[src/design/ncv_pkg.sv]
// ----------------------------------------------------------------------------
// ncv_pkg
// Types, character codes and helper functions for the NMEA checksum verifier.
// ----------------------------------------------------------------------------
`default_nettype none

package ncv_pkg;

  typedef enum logic [1:0] {
    PH_IDLE = 2'd0,
    PH_SUM  = 2'd1,
    PH_HEX  = 2'd2
  } phase_t;

  localparam logic [7:0] CHAR_STAR  = 8'h2a;
  localparam logic [7:0] CHAR_NUL   = 8'h00;
  localparam logic [7:0] CHAR_CR    = 8'h0d;
  localparam logic [7:0] CHAR_LF    = 8'h0a;
  localparam logic [7:0] CHAR_SPACE = 8'h20;
  localparam logic [7:0] CHAR_ZERO  = 8'h30;
  localparam logic [7:0] CHAR_NINE  = 8'h39;
  localparam logic [7:0] CHAR_UC_A  = 8'h41;
  localparam logic [7:0] CHAR_UC_F  = 8'h46;
  localparam logic [7:0] CHAR_LC_A  = 8'h61;
  localparam logic [7:0] CHAR_LC_F  = 8'h66;
  localparam logic [7:0] HEX_ALPHA_BASE_UC = 8'h37;  // 'A' - 10
  localparam logic [7:0] HEX_ALPHA_BASE_LC = 8'h57;  // 'a' - 10

  localparam int unsigned OUT_DATA_W = 24;

  typedef struct packed {
    logic [7:0] received_sum;
    logic [7:0] computed_sum;
    logic       mismatch;
  } result_t;

  typedef struct packed {
    logic       valid;
    logic [3:0] value;
  } hex_nibble_t;

  function automatic logic is_terminator(input logic [7:0] c);
    return (c == CHAR_NUL) || (c == CHAR_CR) || (c == CHAR_LF) || (c == CHAR_SPACE);
  endfunction

  function automatic hex_nibble_t hex_digit(input logic [7:0] c);
    hex_nibble_t h;
    logic [7:0]  diff;
    h    = '0;
    diff = '0;
    if (c >= CHAR_ZERO && c <= CHAR_NINE) begin
      diff    = c - CHAR_ZERO;
      h.valid = 1'b1;
    end else if (c >= CHAR_UC_A && c <= CHAR_UC_F) begin
      diff    = c - HEX_ALPHA_BASE_UC;
      h.valid = 1'b1;
    end else if (c >= CHAR_LC_A && c <= CHAR_LC_F) begin
      diff    = c - HEX_ALPHA_BASE_LC;
      h.valid = 1'b1;
    end
    h.value = diff[3:0];
    return h;
  endfunction

endpackage

`default_nettype wire

[src/design/ncv_sentence_fsm.sv]
// ----------------------------------------------------------------------------
// ncv_sentence_fsm
// Sentence phase tracking, running XOR, hex parsing and result generation.
// ----------------------------------------------------------------------------
`default_nettype none

module ncv_sentence_fsm
  import ncv_pkg::*;
(
  input  wire logic       clk,
  input  wire logic       rst,
  input  wire logic       step,
  input  wire logic [7:0] char_byte,
  input  wire logic       sentence_start,
  output logic            result_valid,
  output result_t         result
);

  phase_t      phase, phase_next;
  logic [7:0]  running_xor, running_xor_next;
  logic [7:0]  parsed_value, parsed_value_next;
  logic        value_overflow, value_overflow_next;
  hex_nibble_t nib;

  assign nib = hex_digit(char_byte);

  // next state
  always_comb begin
    phase_next          = phase;
    running_xor_next    = running_xor;
    parsed_value_next   = parsed_value;
    value_overflow_next = value_overflow;
    if (step) begin
      if (sentence_start) begin
        // drop any open sentence and skip the start byte
        phase_next          = PH_SUM;
        running_xor_next    = '0;
        parsed_value_next   = '0;
        value_overflow_next = 1'b0;
      end else begin
        unique case (phase)
          PH_SUM: begin
            if (char_byte == CHAR_STAR) begin
              phase_next = PH_HEX;
            end else begin
              running_xor_next = running_xor ^ char_byte;
            end
          end
          PH_HEX: begin
            if (is_terminator(char_byte)) begin
              phase_next = PH_IDLE;
            end else if (nib.valid) begin
              if (parsed_value[7:4] != 4'h0) begin
                value_overflow_next = 1'b1;
              end
              parsed_value_next = {parsed_value[3:0], nib.value};
            end
          end
          default: begin
            phase_next = PH_IDLE;
          end
        endcase
      end
    end
  end

  // outputs
  always_comb begin
    result_valid        = step && !sentence_start && (phase == PH_HEX) &&
                          is_terminator(char_byte);
    result.mismatch     = value_overflow || (parsed_value != running_xor);
    result.computed_sum = running_xor;
    result.received_sum = parsed_value;
  end

  always_ff @(posedge clk) begin
    if (rst) begin
      phase          <= PH_IDLE;
      running_xor    <= '0;
      parsed_value   <= '0;
      value_overflow <= 1'b0;
    end else begin
      phase          <= phase_next;
      running_xor    <= running_xor_next;
      parsed_value   <= parsed_value_next;
      value_overflow <= value_overflow_next;
    end
  end

endmodule

`default_nettype wire

[src/design/ncv_result_reg.sv]
// ----------------------------------------------------------------------------
// ncv_result_reg
// Output register holding one result word until the downstream side takes it.
// ----------------------------------------------------------------------------
`default_nettype none

module ncv_result_reg
  import ncv_pkg::*;
(
  input  wire logic    clk,
  input  wire logic    rst,
  input  wire logic    in_valid,
  input  wire result_t in_result,
  output logic         load_ok,
  output logic         out_valid,
  input  wire logic    out_ready,
  output result_t      out_result
);

  logic out_valid_next;

  // free when empty or when the held word leaves this cycle
  assign load_ok        = !out_valid || out_ready;
  assign out_valid_next = load_ok ? in_valid : out_valid;

  always_ff @(posedge clk) begin
    if (rst) begin
      out_valid <= 1'b0;
    end else begin
      out_valid <= out_valid_next;
    end
  end

  always_ff @(posedge clk) begin
    if (load_ok && in_valid) begin
      out_result <= in_result;
    end
  end

endmodule

`default_nettype wire

[src/design/nmea_checksum_verifier_unit.sv]
// ----------------------------------------------------------------------------
// nmea_checksum_verifier_unit
// Streaming checker for the XOR checksum of NMEA 0183 style sentences.
// ----------------------------------------------------------------------------
// Bytes enter one per cycle on the slave stream; s_tuser marks the first byte
// of a sentence, which is skipped and clears all sums. Bytes up to '*' are
// XORed, hex digits after '*' form the received checksum (non-hex bytes are
// ignored), and a NUL, CR, LF or space then emits one result word with the
// mismatch flag and both checksums. Each byte is handled by the sentence state
// logic and lands in a one-deep output register, so the block sustains one
// byte per clock; s_tready drops only while a finished result is held and
// m_tready is low. A result appears on m_tvalid the cycle after its
// terminator byte is accepted.
`default_nettype none

module nmea_checksum_verifier_unit
  import ncv_pkg::*;
(
  input  wire logic        clk,
  input  wire logic        rst,
  input  wire logic        s_tvalid,
  output logic             s_tready,
  input  wire logic [7:0]  s_tdata,  // [7:0] char_byte
  input  wire logic [0:0]  s_tuser,  // [0] sentence_start
  output logic             m_tvalid,
  input  wire logic        m_tready,
  output logic [23:0]      m_tdata   // [0] mismatch, [8:1] computed_sum,
                                     // [16:9] received_sum, [23:17] zero
);

  logic    step;
  logic    res_valid;
  result_t res;
  result_t held;
  logic    load_ok;

  assign s_tready = load_ok;
  assign step     = s_tvalid && load_ok;

  ncv_sentence_fsm u_fsm (
    .clk            (clk),
    .rst            (rst),
    .step           (step),
    .char_byte      (s_tdata),
    .sentence_start (s_tuser[0]),
    .result_valid   (res_valid),
    .result         (res)
  );

  ncv_result_reg u_result_reg (
    .clk        (clk),
    .rst        (rst),
    .in_valid   (res_valid),
    .in_result  (res),
    .load_ok    (load_ok),
    .out_valid  (m_tvalid),
    .out_ready  (m_tready),
    .out_result (held)
  );

  assign m_tdata = {{(OUT_DATA_W - $bits(result_t)){1'b0}}, held};

endmodule

`default_nettype wire

[config.mk]
export PLATFORM = sky130hd
export DESIGN_NAME = nmea_checksum_verifier_unit
export DESIGN_NICKNAME = d
export VERILOG_FILES = /design/src/design/ncv_pkg.sv /design/src/design/ncv_sentence_fsm.sv /design/src/design/ncv_result_reg.sv /design/src/design/nmea_checksum_verifier_unit.sv
export SDC_FILE = /design/constraint.sdc
export NUM_CORES = 1
export LEC_CHECK = 0
export BUFFER_PORTS_ARGS = -buffer_cell sky130_fd_sc_hd__buf_2
export CORE_UTILIZATION = 38
export CTS_CLUSTER_SIZE = 14
export DETAILED_ROUTE_END_ITERATION = 6
export PLACE_DENSITY = 0.67
export SYNTH_ARGS = -nofsm -noshare
export SYNTH_HDL_FRONTEND = slang
export SYNTH_SLANG_ARGS = --single-unit
[constraint.sdc]
create_clock -name clk -period 1.8 [get_ports clk]
set_input_delay 0.18 -clock clk [delete_from_list [all_inputs] [get_ports clk]]
set_output_delay 0.18 -clock clk [all_outputs]
set_load 0.01 [all_outputs]
==> flow_summary.json <==
{
  "post-route-min-period_ns": 1.668,
  "synth_xor_area_frac": 0.03938,
  "grtUsageTotal": 0.1586,
  "synth-seq-cells": 37,
  "nFillCells": 429,
  "power_mw": 1.722,
  "fp.dieW_um": 70.43,
  "hold_path_class": "in2reg",
  "drt_iter0_drc": 79,
  "hold_violations": 0,
  "max-clock-path-buffers": 2,
  "synth_fa_ha_area_frac": 0.02813,
  "place_inst": 260,
  "power.density_nw_per_um2": 785.3,
  "synthArstFlopShare": 0,
  "synth_top_family_by_area": "simple AND/OR/NAND/NOR gates",
  "io_buffers": 31,
  "crit_fanout": 13,
  "end_kind": "flip-flop",
  "rsz0062_at_grt": "no",
  "diodes": 0,
  "synth_edf_count": 17,
  "cp_data_arrival_time_ns": 1.67,
  "gp_congestion": 0.8320,
  "synth_cells": 168,
  "avgRoutedWirePerCell_um": 13.20,
  "synthMuxAreaShare": 0.04501,
  "synth-simple-area-share": 0.1702,
  "firstDrtPassIters": 4,
  "wirelength_um": 3538,
  "ys.flop_type": "dfxtp_1",
  "timing.final.crit_share": 0.9267,
  "holdWs_ns": 0.09867,
  "grt_pass1_wl_um": 6182,
  "cts_root_buffer": "clkbuf_8",
  "avgSynthCellArea_um2": 10.59,
  "yosysWarnings": 0,
  "outcome": "finished, final reports clean",
  "grt_overflow": 0,
  "maxCapViolCount": 0,
  "switchingPower_uw": 373.7,
  "drive_gt1_frac": 0.2778,
  "final_common_cell": "buf_2",
  "clkTransAtPathRegs_ns": 0.08,
  "cts_buffers": 5,
  "dp.final_hpwl_um": 2701,
  "htree_levels": 2,
  "cts_setup_buffers": 0,
  "setup_violations": 0,
  "antenna_found_initial": 0,
  "drc_errors": 0,
  "detail-route-antenna-nets": 0,
  "fmax_mhz": 599.5,
  "nets": 232,
  "path_class": "reg2reg",
  "start_kind": "flip-flop",
  "rows": 24,
  "coreArea_um2": 4414,
  "p_leak_nw": 0.8633,
  "slew_violations": 0,
  "swShare": 0.2170,
  "ir_drop_mv": 0.2713,
  "clkPwrFrac": 0.411,
  "io_pins": 39,
  "fin_setup_tns_ns": 0,
  "grt_pass1_vias": 1282,
  "start_util": 0.4031,
  "internal_power_mw": 1.349,
  "ys_types": 43,
  "clock_latency_ns": 0.29,
  "worst_ep_required_time_ns": 1.80,
  "area_growth_pct": 23.28,
  "final_cell_mix": "buf_2, dfxtp_1, edfxtp_1",
  "cts_tree": "built",
  "die-height_um": 70.43,
  "num_vias": 1369,
  "die-area_um2": 4960,
  "synth-compound-area-share": 0.1315,
  "instances_no_fill": 268,
  "pwr-share-comb": 0.075,
  "grt_max_degree": 17,
  "routed_via_density": 5.108,
  "p_seq_frac": 0.514,
  "syn_area_um2": 1779,
  "clkSinkCount": 37,
  "clock_skew_ns": 0.009805,
  "ys_seq_area_frac": 0.5120
}
power by group through the flow:
stage / clock network, mW / registers, mW / logic (mW)
after detailed placement: 0 / 0.904 / 0.129
after global routing: 0.769 / 0.886 / 0.147
final: 0.708 / 0.885 / 0.130
after CTS: 0.724 / 0.885 / 0.130
after global placement: 0 / 0.904 / 0.127
after floorplan: 0 / 0.902 / 0.0825
cells in the mapped netlist, types with 2 or more instances:
master / n / area, um^2
a21oi_1: 12 / 60.06
and4b_1: 2 / 20.02
buf_4: 7 / 52.55
buf_6: 2 / 22.52
clkbuf_1: 4 / 15.01
dfxtp_1: 20 / 400.4
edfxtp_1: 17 / 510.5
ha_1: 4 / 50.05
inv_1: 9 / 33.78
mux2i_1: 8 / 80.08
nand2_1: 15 / 56.30
nand2b_1: 2 / 12.51
nand3_1: 2 / 10.01
nand4_1: 2 / 12.51
nor2_1: 2 / 7.510
nor2b_1: 2 / 12.51
nor3_1: 3 / 15.01
nor3b_1: 3 / 22.52
o211ai_1: 2 / 15.01
o21ai_0: 8 / 40.04
o21bai_1: 2 / 15.01
o31ai_1: 5 / 37.54
or3_1: 5 / 31.28
or4_1: 5 / 37.54
xnor2_1: 7 / 61.31
repair_timing:
action                     in CTS  in global routing
gates resized for setup         0                  1
setup endpoints to repair       0                 17
hold buffers                    0                  0
logic make-up after synthesis:
group,count (synthesis)
multiplexers,8
adder cells (fa/ha/maj),4
flip-flops,37
XOR/XNOR,8
other,1
buffers and inverters,23
AND/OR/NAND/NOR,50
AO/OA/AOI/OAI,37
path summary, 6_finish.rpt:
check / startpoint / to / slack (ns) / cells past startpoint
hold / removal: rst / u_fsm.phase[0]$_SDFFE_PP0P_ / 0.1 / 2
setup / recovery: u_fsm.phase[1]$_SDFFE_PP0P_ / u_result_reg.out_result[2]$_DFFE_PP_ / 0.13 / 5
setup reg to reg: u_fsm.phase[1]$_SDFFE_PP0P_ / u_result_reg.out_result[2]$_DFFE_PP_ / 0.13 / 5
hold reg to reg: u_fsm.value_overflow$_SDFFE_PP0P_ / u_fsm.value_overflow$_SDFFE_PP0P_ / 0.45 / 2
routing by layer:
| metal | routed length, um | track usage |
|---|---|---|
| met5 | 0 | 0 |
| met4 | 27 | 0.05556 |
| met3 | 172 | 0.03608 |
| met2 | 1715 | 0.2508 |
| met1 | 1622 | 0.2119 |
sequential cells by signal, indices dropped and copies added (netlist names):
name	flops
u_result_reg.out_valid	1
u_fsm.parsed_value	8
u_fsm.phase	2
u_fsm.value_overflow	1
u_fsm.running_xor	8
u_result_reg.out_result	17
through the flow:
| step | setup slack [ns] | cell area, um^2 | utilization |
|---|---|---|---|
| 6_report | 0.1319 | 2193 | 0.4969 |
| 5_1_grt | 0.02374 | 2193 | 0.4969 |
| 4_1_cts | 0.1527 | 2187 | 0.4955 |
| 3_5_place_dp | -0.1275 | 2072 | 0.4694 |
| 3_3_place_gp | -0.09192 | 2072 | 0.4694 |
| 2_1_floorplan | 0.01180 | 1805 | - |
worst max-delay path, cell delays in order (launching register included):
cell and delay [ns]:
dfxtp_1 0.39, nor2b_1 0.21, nand3_1 0.13, or3_1 0.39, clkinvlp_4 0.12, buf_12 0.14
final cells by class:
| class | count | area (um^2) | share of cell area |
|---|---|---|---|
| sequential | 37 | 910.9 | 0.4153 |
| clock inverter | 3 | 46.29 | 0.02111 |
| multi-input combinational | 114 | 769.5 | 0.3508 |
| timing repair buffer | 48 | 295.3 | 0.1346 |
| inverter | 9 | 37.54 | 0.01711 |
| clock buffer | 5 | 68.82 | 0.03137 |
| tap | 52 | 65.06 | 0.02966 |
Power figures use the tool's default switching activity.
